File: src/rtl/mp2_queue.sv
`default_nettype none
module mp2_queue #(
   parameter int WIDTH = 32,
   parameter int DEPTH = 4
) (
   input  wire logic                       clock,
   input  wire logic                       reset,
   input  wire logic                       push,
   input  wire logic [WIDTH-1:0]           push_data,
   input  wire logic                       pop,
   output logic      [WIDTH-1:0]           pop_data,
   output logic                            empty,
   output logic      [$clog2(DEPTH+1)-1:0] count
);

   localparam int PW = (DEPTH > 1) ? $clog2(DEPTH) : 1;
   localparam int CW = $clog2(DEPTH + 1);

   logic [WIDTH-1:0] slot_ff [DEPTH];
   logic [PW-1:0]    wr_ptr_ff, wr_ptr_in;
   logic [PW-1:0]    rd_ptr_ff, rd_ptr_in;
   logic [CW-1:0]    count_ff, count_in;

   always_comb begin
      wr_ptr_in = wr_ptr_ff;
      rd_ptr_in = rd_ptr_ff;
      count_in  = count_ff;
      if (push) begin
         wr_ptr_in = (wr_ptr_ff == PW'(DEPTH - 1)) ? '0 : wr_ptr_ff + 1'b1;
      end
      if (pop) begin
         rd_ptr_in = (rd_ptr_ff == PW'(DEPTH - 1)) ? '0 : rd_ptr_ff + 1'b1;
      end
      if (push && !pop) begin
         count_in = count_ff + 1'b1;
      end else if (pop && !push) begin
         count_in = count_ff - 1'b1;
      end
   end

   always_ff @(posedge clock) begin
      if (reset) begin
         wr_ptr_ff <= '0;
         rd_ptr_ff <= '0;
         count_ff  <= '0;
      end else begin
         wr_ptr_ff <= wr_ptr_in;
         rd_ptr_ff <= rd_ptr_in;
         count_ff  <= count_in;
      end
   end

   always_ff @(posedge clock) begin
      if (push) begin
         slot_ff[wr_ptr_ff] <= push_data;
      end
   end

   assign pop_data = slot_ff[rd_ptr_ff];
   assign empty    = (count_ff == '0);
   assign count    = count_ff;

endmodule
`default_nettype wire

File: config.mk
export PLATFORM = sky130hd
export DESIGN_NAME = mp2_queue
export DESIGN_NICKNAME = d
export VERILOG_FILES = /design/src/rtl/mp2_queue.sv
export SDC_FILE = /design/constraint.sdc
export NUM_CORES = 1
export LEC_CHECK = 0
export BUFFER_PORTS_ARGS = -buffer_cell sky130_fd_sc_hd__buf_2
export CAP_MARGIN = 20
export CORE_MARGIN = 3
export CORE_UTILIZATION = 42
export CTS_CLUSTER_SIZE = 25
export DETAILED_ROUTE_END_ITERATION = 16
export GPL_TIMING_DRIVEN = 0
export HOLD_SLACK_MARGIN = 0.08
export PLACE_DENSITY_LB_ADDON = 0.05
export SYNTH_ARGS = -nofsm -noshare
export SYNTH_HDL_FRONTEND = slang
export SYNTH_SLANG_ARGS = --single-unit
File: constraint.sdc
create_clock -name clock -period 5.2 [get_ports clock]
set_input_delay 0.52 -clock clock [delete_from_list [all_inputs] [get_ports clock]]
set_output_delay 0.52 -clock clock [all_outputs]
set_load 0.05 [all_outputs]
After elaboration in Yosys (flattened, before gate mapping) --
Memory sizes are Yosys's and may differ from the RTL's. A register that Yosys moved wholly into a read port is not among the register bits. Index checks and enable logic that the tools add are counted.
Word-level totals: register bits after elaboration 7, RAM bits 128, input bits 36, output and inout bits 36, memories kept 1
Operators by class: add/subtract/negate cells 4, eq/ne operators 2, mux-type cells 8, reductions and logical operators 6
Memories:
- slot_ff | words 4, width 32, read ports 1, clocked after Yosys merged registers in 1, wr ports 1, line 19 | logic [WIDTH-1:0] slot_ff [DEPTH];
Operators by type and width (number):
- $mux 2 | 4
- $mux 3 | 2
- $add 2x1->2 const B | 2
- $eq 2x2->1 const B | 2
- $add 3x1->3 const B | 1
- $logic_not 3->1 | 1
- $sub 3x1->3 const B | 1
- $logic_and 1x1->1 | 2
- $logic_not 1->1 | 2
- $mux 1 | 2
- $reduce_bool 2->1 | 1

Longest topological paths before layout --
depth after elaboration 4, mapped depth 7, mapped depth without buffers 7

Least setup slack after synthesis --
OpenSTA, ideal clock, no wires.
kind reg-to-output, start register count_ff[0] (netlist: count[0]), end output empty, arrival 1667 ps, slack 3013 ps, cell stages (with the launch flop) 2, path buffers 0, path through dfxtp_1 nor3_1
On the way: word-level cells in the longest chain between the ends 1
RTL lines:
- start: declaration | line 22 | logic [CW-1:0] count_ff, count_in;
- start signal: assignment | line 49 | count_ff <= count_in;
- $logic_not 3->1 | line 60 | assign empty = (count_ff == '0);
- end: declaration | line 12 | output logic empty,
Every way passes these cells.

==> out/metrics.cfg <==
[grt]
antenna_found_initial=0
grt_pass1_wl_mm=13.0
grt.total_usage=0.136
overflow=0
grt_pass1_vias=2421
grt_max_degree=33

[critical_path]
cp_max_fo=10
crit_type=flip-flop to output pin
required_ns=4.68
r2r_setup_slack_ns=3.61
cp-end-kind=output pin
r2r_end=slot_ff[3][10]
r2r_cells=3
cp.arrival_ns=1.80
rr_startpoint=wr_ptr_ff[0]
crit_path_start_kind=flip-flop
endpoint=pop_data[21]

[sta]
drv_slew=0
fin_skew_ns=0.00744
fin_hold_ws_ns=0.327
setup_viol=0
fin_crit_ns=2.32
timing.final.crit_share=0.446
tns_ns=0
hold_viol=0
max_freq_mhz=432
rsz0062_at_grt=false
tightestPinTransition_ns=0.532
relSlewSlack=0.646

[logic_synthesis]
synth.top_cell.area_share=0.755
yosysTopAreaCell=edfxtp_1
ys_types=19
synth_top_cells_by_area=edfxtp_1, mux4_2, dfxtp_1, ha_1, buf_12
syn_avg_cell_area_sq_um=24.2
syn_inst=210
yosysWarnings=0
syn-num-nets=253
ys_ff_latch=137
ys_seq_area_frac=0.790
syn_area_sq_um=5090

[clock_network]
htreeDepth=4
cts_tree=built
cts_resized=0
cts-buffers-inserted=17
clkLatencyLatePin_ns=0.41
cts_setup_buffers=0
cts_hold_buf=0
path_clk_slew_ns=0.05
cts_max_path_buffers=2
root_buffer=clkbuf_16
cts_sinks=137

[routing]
finalWirelength_mm=8.36
viasPerCell=5.03
drc=0
vias=2313
wire_per_inst_um=18.2
dr.pass1.iters=4
postRouteAntennaNets=0
drt_iter0_drc=99

[floorplan]
die_h_um=116
num_io_pins=72
rows=39
core_sq_um=11600
die_w_um=116
initial_core_util=0.438
fp.dieArea_sq_um=13500

[place]
dp_hpwl_mm=5.32
io_buffers=71
dpl-instance-area_sq_um=5730
place.gp.congestion=0.639

[layout]
final_cell_mix=edfxtp_1, buf_2, mux4_2, clkbuf_16, dfxtp_1
drive_gt1_frac=0.442
antenna_cells=0
final_common_cell=edfxtp_1
n_fill_cell=920
nNetsFinal=347
area_growth_pct=23.2
final_cell_area_sq_um=6270

[run_status]
status=complete, no violations

[pwr]
p_leak_nw=2.20
power_density_nw_per_um2=435
power.total_w=0.00272
peakVddDrop_v=0.000209

[flow_run]
cap_violations=0

[min_path]
hp-class=primary input to flip-flop

-- cell type report --
cell class              count  area [sq um]  share of cell area
clock inverters            11           105              0.0168
plain buffers               7          86.3              0.0138
inverters                   4          15.0             0.00239
multi-input cells          62           971               0.155
clock buffers              21           440              0.0702
repair buffers             75           450              0.0718
flip-flops and latches    137          4020               0.642
well taps                 143           179              0.0285
-- metal layers --
layer,track usage,share of wire,vias to the layer above
met5,0,0,-
met4,0.0626,0.018,0
met3,0.0539,0.055,14
met2,0.217,0.50,52
met1,0.165,0.43,1183
li1,-,-,1064
-- power by group --
group          internal, W  switching, W
Combinational     0.000112      0.000238
Sequential         0.00126     0.0000157
Clock             0.000694      0.000403
Total              0.00207      0.000657
-- critical path: stages, from the launching register on --
cell and delay [ns]:
dfxtp_1 0.32, buf_6 0.14, buf_12 0.16, mux4_2 0.53, buf_2 0.23
-- worst min-delay path by stage --
| stage | startpoint | endpoint | depth (start not counted) |
|---|---|---|---|
| 2_1_floorplan | rd_ptr_ff[1] | flip-flop | 2 |
| 3_3_place_gp | count[2] | count[2] | 2 |
| 3_5_place_dp | count[2] | count[2] | 2 |
| 4_1_cts | push_data[18] | slot_ff[0][18] | 1 |
| 5_1_grt | push_data[18] | slot_ff[0][18] | 1 |
| 6_report | push_data[26] | slot_ff[1][26] | 1 |
-- per-stage QoR --
step	setup slack [ns]	cells	utilization
after CTS	2.87	460	0.540
after floorplan	3.01	210	-
after detailed placement	3.22	428	0.493
after global routing	2.80	460	0.540
after global placement	2.65	424	0.484
final	2.88	460	0.540
-- synthesized netlist by cell type (all sizes together) --
| master | n |
|---|---|
| or3 | 1 |
| o21ai | 1 |
| inv | 4 |
| mux2i | 4 |
| ha | 6 |
| a21oi | 2 |
| nor2 | 7 |
| buf | 7 |
| fa | 1 |
| xor2 | 2 |
| nor3b | 1 |
| and2 | 4 |
| edfxtp | 128 |
| nor3 | 1 |
| dfxtp | 9 |
| mux4 | 32 |
-- logic make-up after synthesis --
| group | after synthesis | share of synthesized area |
|---|---|---|
| buffers and inverters | 11 | 0.0199 |
| XOR/XNOR | 2 | 0.00344 |
| adder cells (fa/ha/maj) | 7 | 0.0187 |
| flip-flops | 137 | 0.790 |
| AND/OR/NAND/NOR | 14 | 0.0138 |
| multiplexers | 36 | 0.151 |
| AO/OA/AOI/OAI | 3 | 0.00295 |
-- sequential cells by signal, indices dropped and copies added, names as in the netlist, named ones only --
name / count
count: 3
rd_ptr_ff: 2
slot_ff: 128
wr_ptr_ff: 2
Note: power is estimated with default switching activity, not from simulation.
