### config.mk
export PLATFORM = sky130hd
export DESIGN_NAME = mp2_back
export DESIGN_NICKNAME = d
export VERILOG_FILES = /design/src/rtl/mp2_pkg.sv /design/src/rtl/mp2_back.sv
export SDC_FILE = /design/constraint.sdc
export NUM_CORES = 1
export LEC_CHECK = 0
export ABC_AREA = 1
export BUFFER_PORTS_ARGS = -buffer_cell sky130_fd_sc_hd__clkbuf_2
export CAP_MARGIN = 20
export CORE_MARGIN = 4
export CORE_UTILIZATION = 50
export DETAILED_ROUTE_END_ITERATION = 8
export HOLD_SLACK_MARGIN = 0.05
export PLACE_DENSITY = 0.83
export SYNTH_ARGS = -nofsm -noshare
export SYNTH_HDL_FRONTEND = slang
export SYNTH_SLANG_ARGS = --single-unit
### constraint.sdc
create_clock -name clock -period 4.2 [get_ports clock]
set_clock_uncertainty 0.2 [all_clocks]
set_input_delay 0.84 -clock clock [delete_from_list [all_inputs] [get_ports clock]]
set_output_delay 0.84 -clock clock [all_outputs]
set_load 0.005 [all_outputs]
### src/rtl/mp2_pkg.sv
`default_nettype none
package mp2_pkg;

   // csr register indexes
   localparam logic [1:0] REG_PLANE_WIDTH  = 2'd0;
   localparam logic [1:0] REG_PLANE_HEIGHT = 2'd1;
   localparam logic [1:0] REG_STRIDE_MODE  = 2'd2;

   localparam logic [9:0]  RESET_PLANE_WIDTH  = 10'd416;
   localparam logic [10:0] RESET_PLANE_HEIGHT = 11'd416;

   localparam int MAX_HEIGHT  = 1024;
   localparam int QUEUE_DEPTH = 4;

   // result slots of one job, in output order
   localparam logic [1:0] SLOT_WINDOW = 2'd0;  // full 2x2 window
   localparam logic [1:0] SLOT_RIGHT  = 2'd1;  // right border, row above
   localparam logic [1:0] SLOT_BELOW  = 2'd2;  // bottom border, left column
   localparam logic [1:0] SLOT_CORNER = 2'd3;  // bottom-right corner

   typedef struct packed {
      logic [9:0]  plane_width;
      logic [10:0] plane_height;
      logic        stride_mode;
   } cfg_type;

   typedef struct packed {
      logic [9:0] row;
      logic [9:0] col;
      logic [3:0] mask;     // slots that produce a result
      logic       mode;
      logic       eop_window;
   } job_ctrl_type;

endpackage
`default_nettype wire

### src/rtl/mp2_back.sv
`default_nettype none
module mp2_back #(
   parameter int DATA_BITS = 16
) (
   input  wire logic                        clock,
   input  wire logic                        reset,
   input  wire logic                        head_valid,
   input  wire mp2_pkg::job_ctrl_type       head_ctrl,
   input  wire logic [4*DATA_BITS-1:0]      head_vals,
   output logic                             pop,
   output logic                             rsp_tvalid,
   input  wire logic                        rsp_tready,
   output logic [DATA_BITS-1:0]             pooled_value,
   output logic [9:0]                       out_row,
   output logic [8:0]                       out_col,
   output logic                             last_of_run,
   output logic                             end_of_plane
);

   logic [3:0]           done_ff, done_in;
   logic                 valid_ff, valid_in;
   logic [DATA_BITS-1:0] value_ff;
   logic [9:0]           row_ff, row_sel, row_m1;
   logic [8:0]           col_ff, col_sel;
   logic [9:0]           col_m1;
   logic                 last_ff, eop_ff, eop_sel;
   logic [3:0]           pend, sel_hot, rest;
   logic [1:0]           sel;
   logic                 load;

   always_comb begin
      pend = head_ctrl.mask & ~done_ff;
      if (pend[0]) begin
         sel = mp2_pkg::SLOT_WINDOW;
      end else if (pend[1]) begin
         sel = mp2_pkg::SLOT_RIGHT;
      end else if (pend[2]) begin
         sel = mp2_pkg::SLOT_BELOW;
      end else begin
         sel = mp2_pkg::SLOT_CORNER;
      end
      sel_hot = 4'b0001 << sel;
      rest    = pend & ~sel_hot;

      row_m1 = head_ctrl.row - 10'd1;
      col_m1 = head_ctrl.col - 10'd1;
      case (sel)
         mp2_pkg::SLOT_WINDOW: begin
            row_sel = head_ctrl.mode ? row_m1 : {1'b0, head_ctrl.row[9:1]};
            col_sel = head_ctrl.mode ? col_m1[8:0] : head_ctrl.col[9:1];
            eop_sel = !head_ctrl.mode && head_ctrl.eop_window;
         end
         mp2_pkg::SLOT_RIGHT: begin
            row_sel = row_m1;
            col_sel = head_ctrl.col[8:0];
            eop_sel = 1'b0;
         end
         mp2_pkg::SLOT_BELOW: begin
            row_sel = head_ctrl.row;
            col_sel = col_m1[8:0];
            eop_sel = 1'b0;
         end
         default: begin
            row_sel = head_ctrl.row;
            col_sel = head_ctrl.col[8:0];
            eop_sel = 1'b1;
         end
      endcase

      load     = head_valid && (!valid_ff || rsp_tready);
      pop      = load && (rest == 4'b0000);
      done_in  = done_ff;
      valid_in = valid_ff;
      if (load) begin
         done_in  = pop ? 4'b0000 : (done_ff | sel_hot);
         valid_in = 1'b1;
      end else if (rsp_tready) begin
         valid_in = 1'b0;
      end
   end

   always_ff @(posedge clock) begin
      if (reset) begin
         done_ff  <= '0;
         valid_ff <= 1'b0;
      end else begin
         done_ff  <= done_in;
         valid_ff <= valid_in;
      end
   end

   always_ff @(posedge clock) begin
      if (load) begin
         value_ff <= head_vals[sel*DATA_BITS +: DATA_BITS];
         row_ff   <= row_sel;
         col_ff   <= col_sel;
         last_ff  <= (rest == 4'b0000);
         eop_ff   <= eop_sel;
      end
   end

   assign rsp_tvalid   = valid_ff;
   assign pooled_value = value_ff;
   assign out_row      = row_ff;
   assign out_col      = col_ff;
   assign last_of_run  = last_ff;
   assign end_of_plane = eop_ff;

endmodule
`default_nettype wire
== After elaboration in Yosys (flattened, before gate mapping) ==
Cells that the tools add are included.
Cells by class
  equal/unequal tests: 2
  shifts and indexed selects: 2
  add/subtract/negate cells: 2
  bitwise operators: 5
  multiplexer cells: 11
  reduce and logical (&&, ||, !) cells: 10
Operator list (number)
  $shiftx A64 B7 Y16: 1
  $pmux W10 S2: 1
  $pmux W9 S2: 1
  $mux W10: 1
  $sub A10 B1 Y10 const B: 1
  $mux W9: 1
  $sub A9 B1 Y9 const B: 1
  $and A4 B4 Y4: 2
  $not A4 Y4: 2
  $logic_not A4 Y1: 1
  $mux W2: 2
  $mux W4: 1
  $or A4 B4 Y4: 1
  $shl A1 B2 Y4 const A: 1
  $logic_and A1 B1 Y1: 3
  $mux W1: 3
  $eq A2 B1 Y1 const B: 1
  $eq A2 B2 Y1 const B: 1
  $logic_not A1 Y1: 2
  $logic_not A2 Y1: 1
  $pmux W1 S2: 1
  $reduce_bool A2 Y1: 1
  $reduce_or A2 Y1: 1
  $logic_or A1 B1 Y1: 1
Storage, ports and cells
  word-level logic and storage cells: 39
  bits of input ports: 94
  flip-flop bits (word level): 42
  output and inout port bits: 39

== Longest topological paths before layout ==
  depth in word-level cells: 11
  mapped depth: 13
  depth with buffers taken out: 12

== Least setup slack after synthesis ==
No wires, ideal clock.
  path kind: input to output
  start: in rsp_tready
  end: out pop
  data required time: 3.160 ns
  setup slack: 1.051 ns
  path buffers: 0
  arrival time: 2.109 ns
  cell stages on the path: 6
  cells stage by stage: inv_1 -> nand2_1 -> nand2_1 -> inv_1 -> nand4_1 -> inv_1
Between the ends
  longest elaborated chain between the ends: 3
Ends and longest elaborated chain
  start: declaration: RTL line mp2_back.sv:12  | input wire logic rsp_tready,
  $logic_or A1 B1 Y1: RTL line mp2_back.sv:70  | load = head_valid && (!valid_ff || rsp_tready);
  $logic_and A1 B1 Y1: RTL line mp2_back.sv:70
  via load: RTL line mp2_back.sv:29  | logic load;
  $logic_and A1 B1 Y1: RTL line mp2_back.sv:71  | pop = load && (rest == 4'b0000);
  end: declaration: RTL line mp2_back.sv:10  | output logic pop,
The timed path passes the listed nets, and every way through them passes these cells.

== Worst setup path after layout ==
  start: in head_ctrl[4] in the netlist's numbering
  end: out pop
Between the ends
  longest elaborated chain between the ends: 9
Ends and longest elaborated chain
  start: declaration: RTL line mp2_back.sv:8  | input wire mp2_pkg::job_ctrl_type head_ctrl,
  $and A4 B4 Y4 (*): RTL line mp2_back.sv:32  | pend = head_ctrl.mask & ~done_ff;
  $mux W1: RTL line mp2_back.sv:37  | end else if (pend[2]) begin
  $mux W2: RTL line mp2_back.sv:35  | end else if (pend[1]) begin
  $mux W2: RTL line mp2_back.sv:33  | if (pend[0]) begin
  $shl A1 B2 Y4: RTL line mp2_back.sv:42  | sel_hot = 4'b0001 << sel;
  $not A4 Y4: RTL line mp2_back.sv:43  | rest = pend & ~sel_hot;
  $and A4 B4 Y4 (*): RTL line mp2_back.sv:43
  $logic_not A4 Y1 (*): RTL line mp2_back.sv:71
  $logic_and A1 B1 Y1 (*): RTL line mp2_back.sv:71
Mark *: on every way between the ends. The rest lies on a longest branch, timed or not.

==> results.cfg <==
[final_layout]
drive_gt1_frac = 0.2757
utilization = 0.6590
finish.net_count = 642
area_growth_pct = 27.31
final_cell_area_mm2 = 0.003651
n_antenna_cell = 0

[global_route]
grt_pass1_vias = 2865
gr-total-overflow = 0
grt_max_degree = 51
antenna_found_initial = 0
grt_pass1_wl_mm = 12.08
grt_use_total = 0.2080

[cts]
cts-root-buf = clkbuf_8
cts_htree_levels = 2
clock-sinks = 42
cts_buffers = 5
clockBufferDepth = 2
hold_buffers = 0
clk_latency_ns = 0.30
cts_resized = 0
cts_tree = yes
path_clk_slew_ns = 0.08
cts_setup_buffers = 0

[die]
row_count = 27
die_width_um = 83.74
start_util = 0.5176
dieArea_mm2 = 0.007012
fp.dieH_um = 83.74
num_io_pins = 133
core-area_mm2 = 0.005540

[pwr]
leakagePower_nw = 2.086
vdd_ir_drop_max_mv = 0.1385
power.density_mw_per_mm2 = 294.3

[yosys]
ys.warnings.count = 0
syn_avg_cell_area_um2 = 6.977
syn-cell-area_mm2 = 0.002868
synth_edf_count = 37
synth-seq-cells = 42
ys_async_sr_fraction = 0
netlist.area_leader.share = 0.3874
yosys-top-cells-count = nand2_1, inv_1, nand3_1, edfxtp_1, o21ai_0
synth_area_leaders = edfxtp_1, nand2_1, inv_1
synth.distinct_cells = 25
synth_top_flop_cell = edfxtp_1
syn-num-nets = 510
synth_most_common_cell = nand2_1
seq_area_frac_synth = 0.4223
synth_cells = 411
synth_top_area_cell = edfxtp_1

[worst_setup_path]
critPathCaptureType = output port
critical_path_buf_inv_count = 6
cp.depth = 12
max_stage_delay_ns = 0.34
path_cells = clkbuf_2 > inv_1 > nor2_1 > nand2_1 > nand2_4 > inv_2 > ha_1 > inv_1 > nand3_1 > nand4_1 > inv_1 > clkbuf_2
worstSetupPathType = input pin to output port
r2r_cells = 12
cp_data_arrival_time_ns = 2.46
critPathMaxFanout = 50
path_common_cell = inv_1
required_ns = 3.16
slowest_stage = nand2_4
start_kind = input pin
path_delay_family = simple AND/OR/NAND/NOR gates

[worst_hold_path]
hold_depth = 2
hp-class = flop to flop

[place]
dpl.hpwl_mm = 5.762
placed_area_mm2 = 0.003570
post-place-ws_ns = 0.6780
gp_congestion = 0.9236
port_buffers = 132

[sta]
max-slew-margin-rel = 0.6729
fmax_mhz = 286.1
fin_crit_ns = 3.495
rsz0062_at_grt = false
hold_viol = 0
max_slew.worst_pin.slew_ns = 0.4906
setup_tns_ns = 0
setup_violations = 0
fin_crit_sh = 0.8323
setup_slack_ns = 0.7045
whs_ns = 0.2932
final-max-slew-violation-count = 0

[route]
viasPerCell = 4.875
drt_iter0_markers = 140
drt_wl_total_mm = 7.281
wl_per_cell_um = 11.82
drt-pass1-iter-count = 5
drc_errors = 0
vias = 3003
detail-route-antenna-nets = 0

[run]
maxCapViolations = 0

[status]
outcome = finished clean
==> flip-flops by register name, summed over array words and instances, names as in the netlist <==
| name | count |
|---|---|
| done_ff | 4 |
| end_of_plane | 1 |
| last_of_run | 1 |
| out_col | 9 |
| out_row | 10 |
| pooled_value | 16 |
| rsp_tvalid | 1 |
==> area by class of cell <==
cell class | count | area, um^2
Sequential cell | 42 | 1211
Inverter | 98 | 367.9
Clock buffer | 6 | 72.57
Tap cell | 72 | 90.09
Timing Repair Buffer | 133 | 668.1
Clock inverter | 2 | 8.758
Fill cell | 505 | 1889
Multi-Input combinational cell | 263 | 1232
==> per-layer routing <==
| metal | GRT usage | routed length, um |
|---|---|---|
| met5 | 0 | 0 |
| met4 | 0.08772 | 150 |
| met3 | 0.04541 | 653 |
| met2 | 0.3832 | 3680 |
| met1 | 0.2279 | 2797 |
==> path summary, 6_finish.rpt <==
kind	startpoint	end	slack (ns)
max	head_ctrl[4]	pop	0.70
min	rsp_tvalid$_SDFFE_PP0P_	rsp_tvalid$_SDFFE_PP0P_	0.29
max reg2reg	done_ff[1]$_SDFFE_PP0P_	out_row[4]$_DFFE_PP_	1.69
min reg2reg	rsp_tvalid$_SDFFE_PP0P_	rsp_tvalid$_SDFFE_PP0P_	0.29
==> worst min-delay path, cell delays in order, from the launching register on <==
cell and delay, ns:
dfxtp_1 0.32, nand2_1 0.08, a21oi_1 0.06
==> stage by stage <==
stage                     cells  power, mW
after floorplan             411     0.7100
after global placement      608     0.8221
after detailed placement    608     0.8324
after CTS                   616      1.084
after global routing        616      1.146
final                       616      1.074
==> where the power goes <==
| part | internal [mW] | switching, mW | total, mW |
|---|---|---|---|
| Combinational | 0.120 | 0.177 | 0.296 |
| Sequential | 0.512 | 0.0133 | 0.525 |
| Clock | 0.114 | 0.139 | 0.253 |
| Total | 0.746 | 0.329 | 1.07 |
==> cells by family after synthesis <==
family | after synthesis | share of synthesized area
AND/OR/NAND/NOR | 212 | 0.3111
AO/OA/AOI/OAI | 42 | 0.08464
buffers and inverters | 106 | 0.1479
flip-flops | 42 | 0.4223
adder cells (fa/ha/maj) | 5 | 0.02182
XOR/XNOR | 4 | 0.01222
==> placed cells by master, fill, tap and decap left out <==
master / synthesis / routed
nor2_4: 1 / 1
a21oi_1: 2 / 2
nand2_1: 138 / 138
clkinv_1: 1 / 2
nand2_2: 5 / 5
o22ai_1: 4 / 4
o211ai_1: 3 / 3
nor2_1: 19 / 19
xor2_1: 4 / 4
clkbuf_1: 1 / 1
clkbuf_2: 0 / 132
edfxtp_1: 37 / 37
clkbuf_8: 0 / 5
o21ai_0: 27 / 27
buf_4: 2 / 1
nand4_1: 2 / 2
nand2_4: 2 / 2
nand3_1: 44 / 44
o221ai_1: 4 / 4
inv_2: 3 / 3
clkinv_2: 0 / 1
nor3_1: 1 / 1
dfxtp_1: 5 / 5
inv_1: 94 / 94
o21bai_1: 2 / 2
ha_1: 5 / 5
Power figures use the tool's default switching activity.
